`src/sva_pkg.sv`:
```
// Package for the sampler voice allocator: voice states, event kinds,
// result codes and sequencer states. No dependencies.
package sva_pkg;

    typedef enum logic [1:0] {
        VS_FREE = 2'd0,
        VS_PLAY = 2'd1,
        VS_STOP = 2'd2
    } t_vstat;

    localparam logic [2:0] KIND_NOTE_ON  = 3'd0;
    localparam logic [2:0] KIND_NOTE_OFF = 3'd1;
    localparam logic [2:0] KIND_RECLAIM  = 3'd2;
    localparam logic [2:0] KIND_ENDED    = 3'd3;
    localparam logic [2:0] KIND_ALL_OFF  = 3'd4;

    localparam logic [1:0] RES_RETIRED = 2'd0;
    localparam logic [1:0] RES_STARTED = 2'd1;
    localparam logic [1:0] RES_DROPPED = 2'd2;

    typedef enum logic [3:0] {
        S_IDLE,
        S_NOTEOFF,
        S_RETIRE,
        S_CHOKE,
        S_LAYER,
        S_ALLOC,
        S_DECIDE,
        S_ALLOFF
    } t_state;

endpackage

```
`src/sampler_voice_allocator_unit.sv`:
```
// Sampler voice allocator top level: voice pool, scan sequencer, output stage.
// Depends on sva_pkg.
//
// Each event is handled one at a time. A note-on makes one pass over the
// voice pool to retire stopping voices, one pass to choke its group, up to
// LAYERS tries to find a loaded layer, and then one pass over the pool plus
// a decision state per allocation attempt (one attempt plus one per stolen
// voice); every result beat waits until the output takes it. A single scan
// pointer walks the voice pool. Note-off, reclaim and all-notes-off take one
// pass over the pool; voice-ended and ignored events are handled in the
// accepting cycle.
module sampler_voice_allocator_unit #(
    parameter int MAX_VOICES = 16,
    parameter int SLOT_COUNT = 16,
    parameter int LAYERS     = 4
) (
    input  logic        i_clk,
    input  logic        i_rst_n,
    input  logic        s_axis_tvalid,
    output logic        s_axis_tready,
    // kind[2:0], note[6:3], velocity[13:7], slot_group[21:14],
    // layer_count[24:22], layer_present[28:25], slot_loop[29], voice_index[33:30]
    input  logic [39:0] s_axis_tdata,
    output logic        m_axis_tvalid,
    input  logic        m_axis_tready,
    // event_res[1:0], out_note[5:2], out_layer[7:6], out_voice[11:8]
    output logic [15:0] m_axis_tdata,
    output logic        m_axis_tlast,
    input  logic        i_cfg_valid,
    output logic        o_cfg_ready,
    input  logic [4:0]  i_cfg_data
);

    localparam int VW = (MAX_VOICES > 1) ? $clog2(MAX_VOICES) : 1;
    localparam int CW = $clog2(MAX_VOICES + 1);
    localparam int LW = (LAYERS > 1) ? $clog2(LAYERS) : 1;
    localparam int SW = (SLOT_COUNT > 1) ? $clog2(SLOT_COUNT) : 1;

    // input fields
    logic [2:0] f_kind;
    logic [3:0] f_note;
    logic [6:0] f_vel;
    logic [7:0] f_grp;
    logic [2:0] f_cnt;
    logic [3:0] f_present;
    logic       f_loop;
    logic [3:0] f_vidx;
    assign f_kind    = s_axis_tdata[2:0];
    assign f_note    = s_axis_tdata[6:3];
    assign f_vel     = s_axis_tdata[13:7];
    assign f_grp     = s_axis_tdata[21:14];
    assign f_cnt     = s_axis_tdata[24:22];
    assign f_present = s_axis_tdata[28:25];
    assign f_loop    = s_axis_tdata[29];
    assign f_vidx    = s_axis_tdata[33:30];

    // voice pool
    sva_pkg::t_vstat r_stat [MAX_VOICES];
    logic [3:0]      r_vnote [MAX_VOICES];
    logic [1:0]      r_vlayer [MAX_VOICES];
    logic [7:0]      r_vgrp [MAX_VOICES];
    logic            r_vloop [MAX_VOICES];
    logic [31:0]     r_vage [MAX_VOICES];
    logic [LW-1:0]   r_next_layer [SLOT_COUNT];
    logic [31:0]     r_age_counter;
    logic [31:0]     r_dropped;
    logic [4:0]      r_max_poly;

    // latched event
    logic [3:0]    r_note;
    logic [7:0]    r_grp;
    logic [3:0]    r_cnt;
    logic [3:0]    r_present;
    logic          r_loop;
    logic          r_haslayer;

    // sequencer
    sva_pkg::t_state r_state, n_state;
    logic [VW:0]   r_idx;
    logic [LW:0]   r_tries;
    logic [LW-1:0] r_layer;
    logic [CW-1:0] r_playing;
    logic          r_free_ok;
    logic [VW-1:0] r_free_i;
    logic          r_old_ok;
    logic [VW-1:0] r_old_i;
    logic [31:0]   r_old_age;
    sva_pkg::t_state r_ret_state;

    // output register
    logic        r_ovalid;
    logic [15:0] r_odata;
    logic        r_olast;

    logic [VW-1:0] cur;
    logic          scan_end;
    logic [CW-1:0] cap;
    logic          out_free;
    logic          in_fire;
    logic [4:0]    mp_clamp;
    logic [3:0]    lay_mask;
    logic          out_load;

    assign cur      = r_idx[VW-1:0];
    assign scan_end = (r_idx == (VW+1)'(MAX_VOICES - 1));
    assign out_free = !r_ovalid || m_axis_tready;
    assign in_fire  = s_axis_tvalid && s_axis_tready;
    assign s_axis_tready = (r_state == sva_pkg::S_IDLE);
    assign o_cfg_ready   = (r_state == sva_pkg::S_IDLE) && !r_ovalid;
    assign m_axis_tvalid = r_ovalid;
    assign m_axis_tdata  = r_odata;
    assign m_axis_tlast  = r_olast;

    // clamp polyphony cap to 1..MAX_VOICES
    always_comb begin
        mp_clamp = (r_max_poly == 5'd0) ? 5'd1 : r_max_poly;
        if (32'(mp_clamp) > MAX_VOICES) cap = CW'(MAX_VOICES);
        else cap = CW'(mp_clamp);
    end

    // layer positions in use for the incoming event, count clamped to LAYERS
    always_comb begin
        lay_mask = '0;
        for (int k = 0; k < 4; k++) begin
            if (k < LAYERS && 3'(k) < f_cnt) lay_mask[k] = 1'b1;
        end
    end

    // is there any stopping voice left after cur (for last flag of reclaim)
    logic stop_after, nz_after;
    always_comb begin
        stop_after = 1'b0;
        nz_after   = 1'b0;
        for (int k = 0; k < MAX_VOICES; k++) begin
            if (k > int'(cur) && r_stat[k] == sva_pkg::VS_STOP) stop_after = 1'b1;
            if (k > int'(cur) && r_stat[k] != sva_pkg::VS_FREE) nz_after = 1'b1;
        end
    end

    // a result beat enters the output register this cycle
    always_comb begin
        out_load = 1'b0;
        if (out_free) begin
            if (r_state == sva_pkg::S_RETIRE && r_stat[cur] == sva_pkg::VS_STOP)
                out_load = 1'b1;
            if (r_state == sva_pkg::S_ALLOFF && r_stat[cur] != sva_pkg::VS_FREE)
                out_load = 1'b1;
            if (r_state == sva_pkg::S_DECIDE)
                out_load = 1'b1;
        end
    end

    // next-state logic
    always_comb begin
        n_state = r_state;
        unique case (r_state)
            sva_pkg::S_IDLE: begin
                if (in_fire) begin
                    if ((f_kind == sva_pkg::KIND_NOTE_ON || f_kind == sva_pkg::KIND_NOTE_OFF)
                        && 32'(f_note) < SLOT_COUNT) begin
                        if (f_kind == sva_pkg::KIND_NOTE_OFF || f_vel == 7'd0)
                            n_state = sva_pkg::S_NOTEOFF;
                        else if (f_cnt != 3'd0)
                            n_state = sva_pkg::S_RETIRE;
                    end else if (f_kind == sva_pkg::KIND_RECLAIM) begin
                        n_state = sva_pkg::S_RETIRE;
                    end else if (f_kind == sva_pkg::KIND_ALL_OFF) begin
                        n_state = sva_pkg::S_ALLOFF;
                    end
                end
            end
            sva_pkg::S_NOTEOFF: if (scan_end) n_state = sva_pkg::S_IDLE;
            sva_pkg::S_RETIRE, sva_pkg::S_ALLOFF: begin
                if (!out_free) n_state = r_state;
                else if (scan_end) n_state = r_ret_state;
            end
            sva_pkg::S_CHOKE: if (scan_end) n_state = sva_pkg::S_LAYER;
            sva_pkg::S_LAYER: begin
                if (r_present[r_layer]) n_state = sva_pkg::S_ALLOC;
                else if (r_tries + 1'b1 >= r_cnt[LW:0]) n_state = sva_pkg::S_IDLE;
            end
            sva_pkg::S_ALLOC: if (scan_end) n_state = sva_pkg::S_DECIDE;
            sva_pkg::S_DECIDE: begin
                if (out_free) begin
                    if ((r_playing < cap && r_free_ok) || !r_old_ok)
                        n_state = sva_pkg::S_IDLE;
                    else n_state = sva_pkg::S_ALLOC;
                end
            end
            default: n_state = sva_pkg::S_IDLE;
        endcase
    end

    // state, pool and output updates
    always_ff @(posedge i_clk) begin
        if (!i_rst_n) begin
            r_state       <= sva_pkg::S_IDLE;
            r_ovalid      <= 1'b0;
            r_age_counter <= '0;
            r_dropped     <= '0;
            r_max_poly    <= 5'd16;
            r_idx         <= '0;
            r_ret_state   <= sva_pkg::S_IDLE;
            for (int k = 0; k < MAX_VOICES; k++) begin
                r_stat[k]   <= sva_pkg::VS_FREE;
                r_vnote[k]  <= '0;
                r_vlayer[k] <= '0;
                r_vgrp[k]   <= '0;
                r_vloop[k]  <= 1'b0;
                r_vage[k]   <= '0;
            end
            for (int k = 0; k < SLOT_COUNT; k++) r_next_layer[k] <= '0;
        end else begin
            r_state <= n_state;
            // load a new beat or drop the one just taken
            if (out_load) r_ovalid <= 1'b1;
            else if (m_axis_tready) r_ovalid <= 1'b0;
            if (i_cfg_valid && o_cfg_ready) r_max_poly <= i_cfg_data;

            unique case (r_state)
                sva_pkg::S_IDLE: begin
                    r_idx <= '0;
                    if (in_fire) begin
                        r_note    <= f_note;
                        r_grp     <= f_grp;
                        r_cnt     <= (f_cnt > 3'(LAYERS)) ? 4'(LAYERS) : {1'b0, f_cnt};
                        r_present <= f_present;
                        r_loop    <= f_loop;
                        r_haslayer <= |(f_present & lay_mask);
                        r_ret_state <= (f_kind == sva_pkg::KIND_NOTE_ON)
                                       ? sva_pkg::S_CHOKE : sva_pkg::S_IDLE;
                        if (f_kind == sva_pkg::KIND_ENDED && 32'(f_vidx) < MAX_VOICES
                            && r_stat[VW'(f_vidx)] == sva_pkg::VS_PLAY)
                            r_stat[VW'(f_vidx)] <= sva_pkg::VS_STOP;
                    end
                end
                sva_pkg::S_NOTEOFF: begin
                    if (r_stat[cur] == sva_pkg::VS_PLAY && r_vnote[cur] == r_note
                        && r_vloop[cur])
                        r_stat[cur] <= sva_pkg::VS_STOP;
                    r_idx <= scan_end ? '0 : r_idx + 1'b1;
                end
                sva_pkg::S_RETIRE, sva_pkg::S_ALLOFF: begin
                    if (out_free) begin
                        if ((r_state == sva_pkg::S_RETIRE && r_stat[cur] == sva_pkg::VS_STOP)
                            || (r_state == sva_pkg::S_ALLOFF
                                && r_stat[cur] != sva_pkg::VS_FREE)) begin
                            r_stat[cur] <= sva_pkg::VS_FREE;
                            r_odata     <= {4'd0, 4'(cur), r_vlayer[cur], r_vnote[cur],
                                            sva_pkg::RES_RETIRED};
                            // last only when nothing more follows in this event
                            r_olast     <= (r_state == sva_pkg::S_ALLOFF) ? !nz_after
                                         : ((r_ret_state == sva_pkg::S_IDLE || !r_haslayer)
                                            && !stop_after);
                        end
                        r_idx <= scan_end ? '0 : r_idx + 1'b1;
                    end
                    r_tries <= '0;
                    r_layer <= '0;
                end
                sva_pkg::S_CHOKE: begin
                    if (r_grp != 8'd0 && r_stat[cur] == sva_pkg::VS_PLAY
                        && r_vgrp[cur] == r_grp)
                        r_stat[cur] <= sva_pkg::VS_STOP;
                    r_idx <= scan_end ? '0 : r_idx + 1'b1;
                    r_tries <= '0;
                    r_layer <= ({1'b0, r_next_layer[r_note[SW-1:0]]} >= r_cnt[LW:0])
                               ? '0 : r_next_layer[r_note[SW-1:0]];
                end
                sva_pkg::S_LAYER: begin
                    if (r_present[r_layer]) begin
                        r_next_layer[r_note[SW-1:0]] <=
                            ({1'b0, r_layer} + 1'b1 >= r_cnt[LW:0]) ? '0 : r_layer + 1'b1;
                    end else begin
                        r_tries <= r_tries + 1'b1;
                        r_layer <= ({1'b0, r_layer} + 1'b1 >= r_cnt[LW:0]) ? '0 : r_layer + 1'b1;
                    end
                    r_idx <= '0; r_playing <= '0; r_free_ok <= 1'b0; r_old_ok <= 1'b0;
                end
                sva_pkg::S_ALLOC: begin
                    if (r_stat[cur] == sva_pkg::VS_FREE && !r_free_ok) begin
                        r_free_ok <= 1'b1; r_free_i <= cur;
                    end else if (r_stat[cur] == sva_pkg::VS_PLAY) begin
                        r_playing <= r_playing + 1'b1;
                        if (!r_old_ok || r_vage[cur] < r_old_age) begin
                            r_old_ok <= 1'b1; r_old_i <= cur; r_old_age <= r_vage[cur];
                        end
                    end
                    r_idx <= scan_end ? '0 : r_idx + 1'b1;
                end
                sva_pkg::S_DECIDE: begin
                    // hold the scan results until the output register is free
                    if (out_free) begin
                        if (r_playing < cap && r_free_ok) begin
                            r_stat[r_free_i]   <= sva_pkg::VS_PLAY;
                            r_vnote[r_free_i]  <= r_note;
                            r_vlayer[r_free_i] <= 2'(r_layer);
                            r_vgrp[r_free_i]   <= r_grp;
                            r_vloop[r_free_i]  <= r_loop;
                            r_vage[r_free_i]   <= r_age_counter + 1'b1;
                            r_age_counter      <= r_age_counter + 1'b1;
                            r_odata <= {4'd0, 4'(r_free_i), 2'(r_layer), r_note,
                                        sva_pkg::RES_STARTED};
                            r_olast <= 1'b1;
                        end else if (!r_old_ok) begin
                            r_dropped <= r_dropped + 1'b1;
                            r_odata <= {4'd0, 4'd0, 2'd0, r_note, sva_pkg::RES_DROPPED};
                            r_olast <= 1'b1;
                        end else begin
                            r_stat[r_old_i] <= sva_pkg::VS_FREE;
                            r_odata <= {4'd0, 4'(r_old_i), r_vlayer[r_old_i],
                                        r_vnote[r_old_i], sva_pkg::RES_RETIRED};
                            r_olast <= 1'b0;
                        end
                        r_idx <= '0; r_playing <= '0; r_free_ok <= 1'b0; r_old_ok <= 1'b0;
                    end
                end
                default: ;
            endcase
        end
    end

`ifndef NO_ASSERTIONS
    a_busy_no_ready: assert property (@(posedge i_clk) disable iff (!i_rst_n)
        (r_state != sva_pkg::S_IDLE) |-> !s_axis_tready) else $error("ready while busy");
    a_hold_out: assert property (@(posedge i_clk) disable iff (!i_rst_n)
        (m_axis_tvalid && !m_axis_tready) |=> $stable(m_axis_tdata))
        else $error("result changed under stall");
    a_cfg_idle: assert property (@(posedge i_clk) disable iff (!i_rst_n)
        o_cfg_ready |-> (r_state == sva_pkg::S_IDLE)) else $error("cfg while busy");
    a_playing_cap: assert property (@(posedge i_clk) disable iff (!i_rst_n)
        (r_state == sva_pkg::S_DECIDE) |-> (r_playing <= CW'(MAX_VOICES)))
        else $error("playing count overflow");
`endif

endmodule

```
`config.mk`:
```
export PLATFORM = sky130hd
export DESIGN_NAME = sampler_voice_allocator_unit
export DESIGN_NICKNAME = d
export VERILOG_FILES = /design/src/sva_pkg.sv /design/src/sampler_voice_allocator_unit.sv
export SDC_FILE = /design/constraint.sdc
export NUM_CORES = 1
export LEC_CHECK = 0
export BUFFER_PORTS_ARGS = -buffer_cell sky130_fd_sc_hd__buf_2
export CAP_MARGIN = 20
export CORE_MARGIN = 1
export CORE_UTILIZATION = 50
export DETAILED_ROUTE_END_ITERATION = 6
export HOLD_SLACK_MARGIN = 0.06
export PLACE_DENSITY_LB_ADDON = 0.05
export SETUP_SLACK_MARGIN = 0.5
export SYNTH_ARGS = -nofsm -noshare
export SYNTH_HDL_FRONTEND = slang
export SYNTH_SLANG_ARGS = --single-unit
```
`constraint.sdc`:
```
create_clock -name i_clk -period 16.5 [get_ports i_clk]
set_input_delay 4.95 -clock i_clk [delete_from_list [all_inputs] [get_ports i_clk]]
set_output_delay 4.95 -clock i_clk [all_outputs]
set_load 0.01 [all_outputs]
```
# Yosys cells after proc, flatten, opt, wreduce, memory -nomap -nowiden

Memory sizes are Yosys's and may differ from the RTL's. A register that Yosys moved wholly into a read port is not among the register bits.
Index checks and enable logic that the tools add are counted.

Memories: 7
Flip-flop bits (word level): 141
Output and inout port bits: 20
RAM bits: 816
ROM bits: 0
Bits in latches: 0
Word-level logic and storage cells: 403

Bitwise logic cells: 4
Magnitude comparators: 27
$mul: 0
Reductions and logical operators: 114
Equal/unequal tests: 48
Muxes and demuxes: 175
Add/sub/neg operators: 6
Shifts and indexed selects: 0
Divide/modulo/power cells: 0

Memory list:

| memory          | depth | width | rd ports | clocked after Yosys merged registers in | write ports | RTL line                           | source |
|---|---|---|---|---|---|---|---|
| r_vage          | 16    | 32    | 1        | 1                                       | 16          | sampler_voice_allocator_unit.sv:63 | `logic [31:0] r_vage [MAX_VOICES];` |
| r_vgrp          | 16    | 8     | 1        | 1                                       | 16          | sampler_voice_allocator_unit.sv:61 | `logic [7:0] r_vgrp [MAX_VOICES];` |
| r_vnote         | 16    | 4     | 2        | 2                                       | 16          | sampler_voice_allocator_unit.sv:59 | `logic [3:0] r_vnote [MAX_VOICES];` |
| r_next_layer    | 16    | 2     | 1        | 1                                       | 16          | sampler_voice_allocator_unit.sv:64 | `logic [LW-1:0] r_next_layer [SLOT_COUNT];` |
| r_stat          | 16    | 2     | 17       | 1                                       | 16          | sampler_voice_allocator_unit.sv:58 | `sva_pkg::t_vstat r_stat [MAX_VOICES];` |
| r_vlayer        | 16    | 2     | 2        | 2                                       | 16          | sampler_voice_allocator_unit.sv:60 | `logic [1:0] r_vlayer [MAX_VOICES];` |
| 1 more memories | -     | -     | -        | -                                       | -           | -                                  |  |

Operators by type and width:

| cell                                                                | number |
|---|---|
| 4-bit 2-to-1 mux                                                    | 40 |
| 1-bit 2-to-1 mux                                                    | 97 |
| 16-bit 2-to-1 mux                                                   | 3 |
| 1-bit logical AND                                                   | 43 |
| 2-bit nonzero test                                                  | 19 |
| 5-bit 2-to-1 mux                                                    | 7 |
| 32-bit by 1-bit adder with 32-bit output, second input constant     | 1 |
| 2-bit == test, second input constant                                | 16 |
| 4-bit > comparator, first input constant                            | 8 |
| 32-bit < comparator                                                 | 1 |
| 32-bit 2-to-1 mux                                                   | 1 |
| 16-bit case mux with 2 select lines                                 | 1 |
| 32-bit OR reduction                                                 | 1 |
| 4-bit case mux with 7 select lines                                  | 1 |
| 12-bit 2-to-1 mux                                                   | 2 |
| 2-bit 2-to-1 mux                                                    | 12 |
| 2-bit != test, second input constant                                | 12 |
| 5-bit case mux with 4 select lines                                  | 1 |
| 3-bit AND reduction                                                 | 6 |
| 4-bit by 3-bit == test with 1-bit output, second input constant     | 4 |
| 3-bit by 4-bit > comparator with 1-bit output, first input constant | 4 |
| 2-bit OR reduction                                                  | 8 |
| 5-bit case mux with 3 select lines                                  | 1 |
| 5-bit AND reduction                                                 | 3 |
| 55 further kinds                                                    | 82 |

# Depth between registers and ports, before layout

Gate-level depths: netlist of run 1.
An unclocked memory read counts as a cell.

Depth in word-level cells: 24
Depth in mapped cells: 20
Gate-level depth less buffers: 13

# Worst setup path before layout of run 1

No wires, ideal clock.

Path type: input-to-reg
From: input i_rst_n
To: memory r_vage[1][0] (enable)
Slack: 8346 ps
Data required time: 16096 ps
Data arrival time: 7749 ps
Stages on the path: 10
Cell sequence: clkbuf_1 nand2_1 nor2_1 nand2b_1 clkbuf_1 nor3_1 clkbuf_1 nand2_1 clkbuf_1 nand2_1

RTL lines:

| item            | RTL line                           | source |
|---|---|---|
| start, declared | sampler_voice_allocator_unit.sv:18 | `input logic i_rst_n,` |
| end, declared   | sampler_voice_allocator_unit.sv:63 |  |

==> results of run 1 <==
[where the power goes]
part	total, W	switching [W]	internal [W]
combinational	0.000937	0.000529	0.000408
sequential	0.00286	0.0000869	0.00277
clock	0.00229	0.000960	0.00133
[tightest hold or removal path: stages, from the launching register on]
cell and delay [ns]:
dfxtp_1 0.31, nand2_1 0.05, a21oi_1 0.03
[worst paths after layout]
check | startpoint | endpoint | slack (ns)
worst max-delay path | i_rst_n | r_vgrp[9][5]$_SDFFCE_PN0P_ | 8.10
worst min-delay path | r_idx[4]$_SDFFE_PN0P_ | r_idx[4]$_SDFFE_PN0P_ | 0.43
worst max register to register | flip-flop | r_old_age[12]$_DFFE_PP_ | 9.28
worst min register to register | r_idx[4]$_SDFFE_PN0P_ | r_idx[4]$_SDFFE_PN0P_ | 0.43
[area by class of cell]
type | count | area, um^2 | share of cell area (%)
sequential | 961 | 28100 | 56.8
inverter | 71 | 268 | 0.541
timing repair buffer | 145 | 966 | 1.95
clock buffer | 125 | 2700 | 5.46
multi-input combinational | 1968 | 15400 | 31.1
clock inverter | 65 | 609 | 1.23
tap | 1165 | 1460 | 2.94
[through the flow]
stage / utilization, % / total power [W]
finish: 56.0 / 0.00609
detailed placement: 52.2 / 0.00385
CTS: 55.9 / 0.00613
global route: 56.0 / 0.00631
global placement: 52.1 / 0.00383
floorplan: - / 0.00357
[sequential cells by signal (all words and copies together), names as in the netlist, 8 cells and up, named ones only]
signal         cells
r_vage           512
r_vgrp           128
r_old_age         32
r_vnote           64
r_stat            32
r_vlayer          32
m_axis_tdata      12
r_vloop           16
r_grp              8
r_age_counter     32
r_next_layer      32
[layer usage]
metal,routed length (um),global-route usage [%],share of wire (%)
met5,0,0,0
met4,3700,9.55,3.0
met3,8690,4.10,7.0
met2,62600,47.3,50
met1,50000,37.0,40
[cells by family (layout without fill, tap and decap cells)]
group,Yosys count,count (layout),synth area share [%]
and+or+nand+nor,1252,1252,13.1
DFF,961,961,62.9
buffers and inverters,347,406,3.19
muxes,322,322,14.3
AOI/OAI and AO/OA,280,280,3.91
xor gates and xnor gates,60,60,1.18
adders and majority gates,50,50,1.40
other,1,4,0.00840
[layout by cell type, fill, tap and decap left out, types with 20 or more instances in the layout]
master / count
ha_1: 50
buf_2: 59
nor2_1: 646
xnor2_1: 29
inv_1: 66
and2_1: 72
a21oi_1: 54
edfxtp_1: 886
clkinv_1: 25
and3_1: 152
o21ai_0: 101
nand3_1: 61
nand2_1: 111
nor3_1: 36
clkbuf_16: 105
buf_4: 84
xor2_1: 29
nor2b_1: 24
clkinv_2: 26
clkbuf_1: 20
mux2i_1: 55
mux4_2: 249
dfxtp_1: 72
==> flow_summary.ini, run 1 <==
[outcome]
status = finished, final reports clean

[timing]
min_period_over_period_pct = 50.9
rsz0062_at_grt = false
hold_viol = 0
max_freq_ghz = 0.119
tightest_slew_ns = 1.13
postLayoutSetupSlackWorst_ns = 8.10
holdWs_ns = 0.429
fin_skew_ns = 0.0289
max_slew_margin_pct = 24.8
fin_setup_tns_ns = 0
finalSetupViolations = 0
drv_slew = 0
min_period_ns = 8.40

[critical_path]
slowest_delay_ns = 0.64
critPathLaunchType = input port
crit_path_cell_trace = buf_4, nand2_1, nor2_1, nand2b_1, buf_4, nor3_2, buf_4, nand3_2, buf_4, nand2_4, buf_4
worstSetupEndpointType = flip-flop
critPathMaxFanout = 60
cpMostUsedCell = buf_4
crit_family = buffers and inverters
critical_path.slowest_cell = buf_4
setup.worst_path.class = input port to flip-flop
worstRegToRegCells = 16
cp.required_ns = 16.80
cp_num_buf_inv = 5
path_depth = 11
cp_data_arrival_time_ns = 8.70

[synthesis]
ys_seq_area_share_pct = 62.9
synthFlopType = edfxtp_1
synth_seq_cells = 961
synth_warnings = 0
synth_edf_count = 886
synth_top_cell_by_area = edfxtp_1
synth_area_leaders = edfxtp_1 (60%), mux4_2 (13%), nor2_1 (5.5%)
synthArstFlopShare_pct = 0
yosysUniqueCellTypes = 80
netlist_top_cells_count = edfxtp_1 (886), nor2_1 (649), mux4_2 (249), clkbuf_1 (221), and3_1 (152)
syn_area_um2 = 44700
netlist_instances = 3273
avgSynthCellArea_um2 = 13.6
yosysMostFrequentCell = edfxtp_1
synth.top_cell.area_share_pct = 59.6

[grt]
antenna_found_initial = 1
grt_max_degree = 105
grt_pass1_wl_mm = 184
grtUsageTotal_pct = 27.9
grt_pass1_vias = 28300
overflow = 0

[flow_run]
drv_cap = 0

[route]
vias = 27900
vias_per_cell = 6.19
drt-total-wl_mm = 125
first_iter_violations = 3089
avgRoutedWirePerCell_um = 27.8
drc = 0
dr.pass1.iters = 6
ant_nets = 0

[min_path]
whs_path_depth = 2
holdCritPathClass = flip-flop to flip-flop

[placed_design]
globalplace.congestion = 0.880
placed_area_um2 = 46100
hpwlAfterDp_mm = 67.6
portBuffers = 59
post-place-ws_ns = 7.49
place_inst = 4296

[die]
start_util_pct = 50.5
rows = 109
die_h_um = 301
die_area_um2 = 90500
die_x_um = 301
core_um2 = 88400
ioPinCount = 70

[clock_network]
cts.path.max_buffers = 3
clk_pin_slew_ns = 0.06
cts_tree = done
cts_setup_buffers = 0
cts-root-buf = clkbuf_16
cts_resized = 0
clock-sinks = 961
htreeDepth = 3
cts_made_buffers = 102
worstSkewPairLatency_ns = 0.68
ctsHoldBuffers = 0

[finish]
fin_nets = 3349
stdcell_area_um2 = 49500
area_delta_synth_final_pct = 10.9
diodes = 0
nFillCells = 7185
drive_above_1_share_pct = 18.9
stdcell_count = 4500

[power]
p_leak_nw = 17.2
powerDensity_nw_per_um2 = 123
ir_worst_vdd_uv = 106
Power figures use the tool's default switching activity.
==> run 2, diff against run 1 <==
- clock period: 16.5 -> 8.3 ns (I/O delays scaled with it)
==> run 2 against run 1 <==
- via count rose by 0.41%
- first-iteration DRC count fell by 1.1%
- non-clock buffer count fell by 1
- utilization rose by 0.065 points
- sequential power rose by 100%
- worst setup slack got worse by 5.8 ns
- critical path type is now flip-flop to flip-flop
- critical endpoint is now r_old_age[13]$_DFFE_PP_
- largest power group unchanged
- highest routed layer unchanged
==> flow_summary.ini, run 2 (synthesis gave the netlist of run 1 again) <==
[outcome]
status = finished, final reports clean

[timing]
fin_skew_ns = 0.0176
fin_setup_tns_ns = 0
max_slew_margin_pct = 22.9
min_period_over_period_pct = 72.0
tightest_slew_ns = 1.15
rsz0062_at_grt = false
min_period_ns = 5.98
drv_slew = 0
finalSetupViolations = 0
max_freq_ghz = 0.167
hold_viol = 0
postLayoutSetupSlackWorst_ns = 2.32

[die]
ioPinCount = 70
core_um2 = 88400
die_x_um = 301
die_h_um = 301
start_util_pct = 50.5
die_area_um2 = 90500
rows = 109

[power]
switching_share_pct = 26.0
p_comb_share_pct = 15.2
clock_power_share_pct = 37.3
p_seq_share_pct = 47.5
ir_worst_vdd_uv = 152
p_switching_w = 0.00314
internal_power_w = 0.00892
p_leak_nw = 17.2
powerDensity_nw_per_um2 = 243

[route]
drt-total-wl_mm = 126
vias = 28000
avgRoutedWirePerCell_um = 28.1
dr.pass1.iters = 5
ant_nets = 0
drc = 0
first_iter_violations = 3054
vias_per_cell = 6.22

[grt]
grt_pass1_wl_mm = 185
overflow = 0
antenna_found_initial = 0
grtUsageTotal_pct = 28.2
grt_pass1_vias = 28200
grt_max_degree = 65

[finish]
largest_reg_flops = 512
diodes = 0
stdcell_count = 4498
nFillCells = 7253
final_cell_mix = edfxtp_1 (886), nor2_1 (646), mux4_2 (249)
drive_above_1_share_pct = 18.7
largest_register = r_vage
final_common_cell = edfxtp_1
reg_top3 = r_vage x512, r_vgrp x128, r_vnote x64
area_delta_synth_final_pct = 11.0
fin_nets = 3349

[clock_network]
ctsHoldBuffers = 0
cts_resized = 0
cts_made_buffers = 103
clock-sinks = 961
cts_tree = done
worstSkewPairLatency_ns = 0.68
cts.path.max_buffers = 3
clk_pin_slew_ns = 0.06
cts_setup_buffers = 0
htreeDepth = 3
cts-root-buf = clkbuf_16

[min_path]
holdCritPathClass = flip-flop to flip-flop

[placed_design]
portBuffers = 59
post-place-ws_ns = 2.19
hpwlAfterDp_mm = 68.6
place_inst = 4296
globalplace.congestion = 0.895

[critical_path]
critPathMaxFanout = 38
cpMostUsedCell = a21o_1
cp_num_buf_inv = 2
critical_path.slowest_cell = dfxtp_4
crit_family = compound AO/OA/AOI/OAI gates
r2r_end = r_old_age[13]$_DFFE_PP_
setup.worst_path.class = flip-flop to flip-flop
endpoint = r_old_age[13]$_DFFE_PP_
worstSetupEndpointType = flip-flop
cp_data_arrival_time_ns = 6.28
worstRegToRegCells = 14
cp.required_ns = 8.60
path_depth = 14
critPathLaunchType = flip-flop
rrSetupSlack_ns = 2.32
slowest_delay_ns = 0.81
crit_path_cell_trace = buf_12, mux4_2, mux4_2, ha_1, a21o_1, a21o_1, a21o_1, a21oi_1, nor2b_1, o211ai_1, a311o_1, a31oi_1, nor4_4, buf_4

[flow_run]
drv_cap = 0
-- run 2: how the worst min path moves through the flow --
stage / cells after the start / end / startpoint / slack [ns]
2_1_floorplan: 2 / r_idx[4]$_SDFFE_PN0P_ / r_idx[4]$_SDFFE_PN0P_ / 0.41
3_3_place_gp: 2 / r_idx[4]$_SDFFE_PN0P_ / r_idx[4]$_SDFFE_PN0P_ / 0.42
3_5_place_dp: 2 / r_idx[4]$_SDFFE_PN0P_ / r_idx[4]$_SDFFE_PN0P_ / 0.43
4_1_cts: 2 / r_idx[4]$_SDFFE_PN0P_ / r_idx[4]$_SDFFE_PN0P_ / 0.44
5_1_grt: 2 / r_idx[4]$_SDFFE_PN0P_ / r_idx[4]$_SDFFE_PN0P_ / 0.47
6_report: 2 / r_idx[4]$_SDFFE_PN0P_ / r_idx[4]$_SDFFE_PN0P_ / 0.45
-- run 2: tightest hold or removal path, cell delays in order, from the launching register on --
cell and delay (ns):
dfxtp_1 0.32, nand2_1 0.05, a21oi_1 0.04
-- run 2: per-layer routing --
metal | track usage, % | wire length [um] | up-vias | part of all wire [%]
li1 | - | - | 12200 | -
met1 | 38.3 | 51500 | 14400 | 41
met2 | 47.6 | 62800 | 1175 | 50
met3 | 3.90 | 8350 | 221 | 6.6
met4 | 8.04 | 3460 | 0 | 2.7
met5 | 0 | 0 | - | 0
-- run 2: through the flow --
step	power [W]	instance area [um^2]	hold slack, ns	util (%)
3_5_place_dp	0.00768	46200	0.430	52.2
6_report	0.0121	49600	0.450	56.1
3_3_place_gp	0.00763	46000	0.418	52.1
2_1_floorplan	0.00710	44700	0.409	-
5_1_grt	0.0125	49600	0.473	56.1
4_1_cts	0.0121	49400	0.439	55.9
-- run 2: area by class of cell --
type                    instances  area [um^2]  area share, %
well taps                    1165         1460           2.94
clock buffers                 130         2810           5.68
inverters                      71          268          0.540
repair buffers                144         1070           2.15
flip-flops and latches        961        28100           56.7
clock inverters                59          463          0.934
multi-input cells            1968        15400           31.0
-- run 2: power by group through the flow --
stage	logic, W	registers (W)	clock network, W
finish	0.00184	0.00573	0.00450
global route	0.00199	0.00576	0.00474
CTS	0.00185	0.00573	0.00456
detailed placement	0.00185	0.00583	0
global placement	0.00182	0.00582	0
floorplan	0.00144	0.00566	0
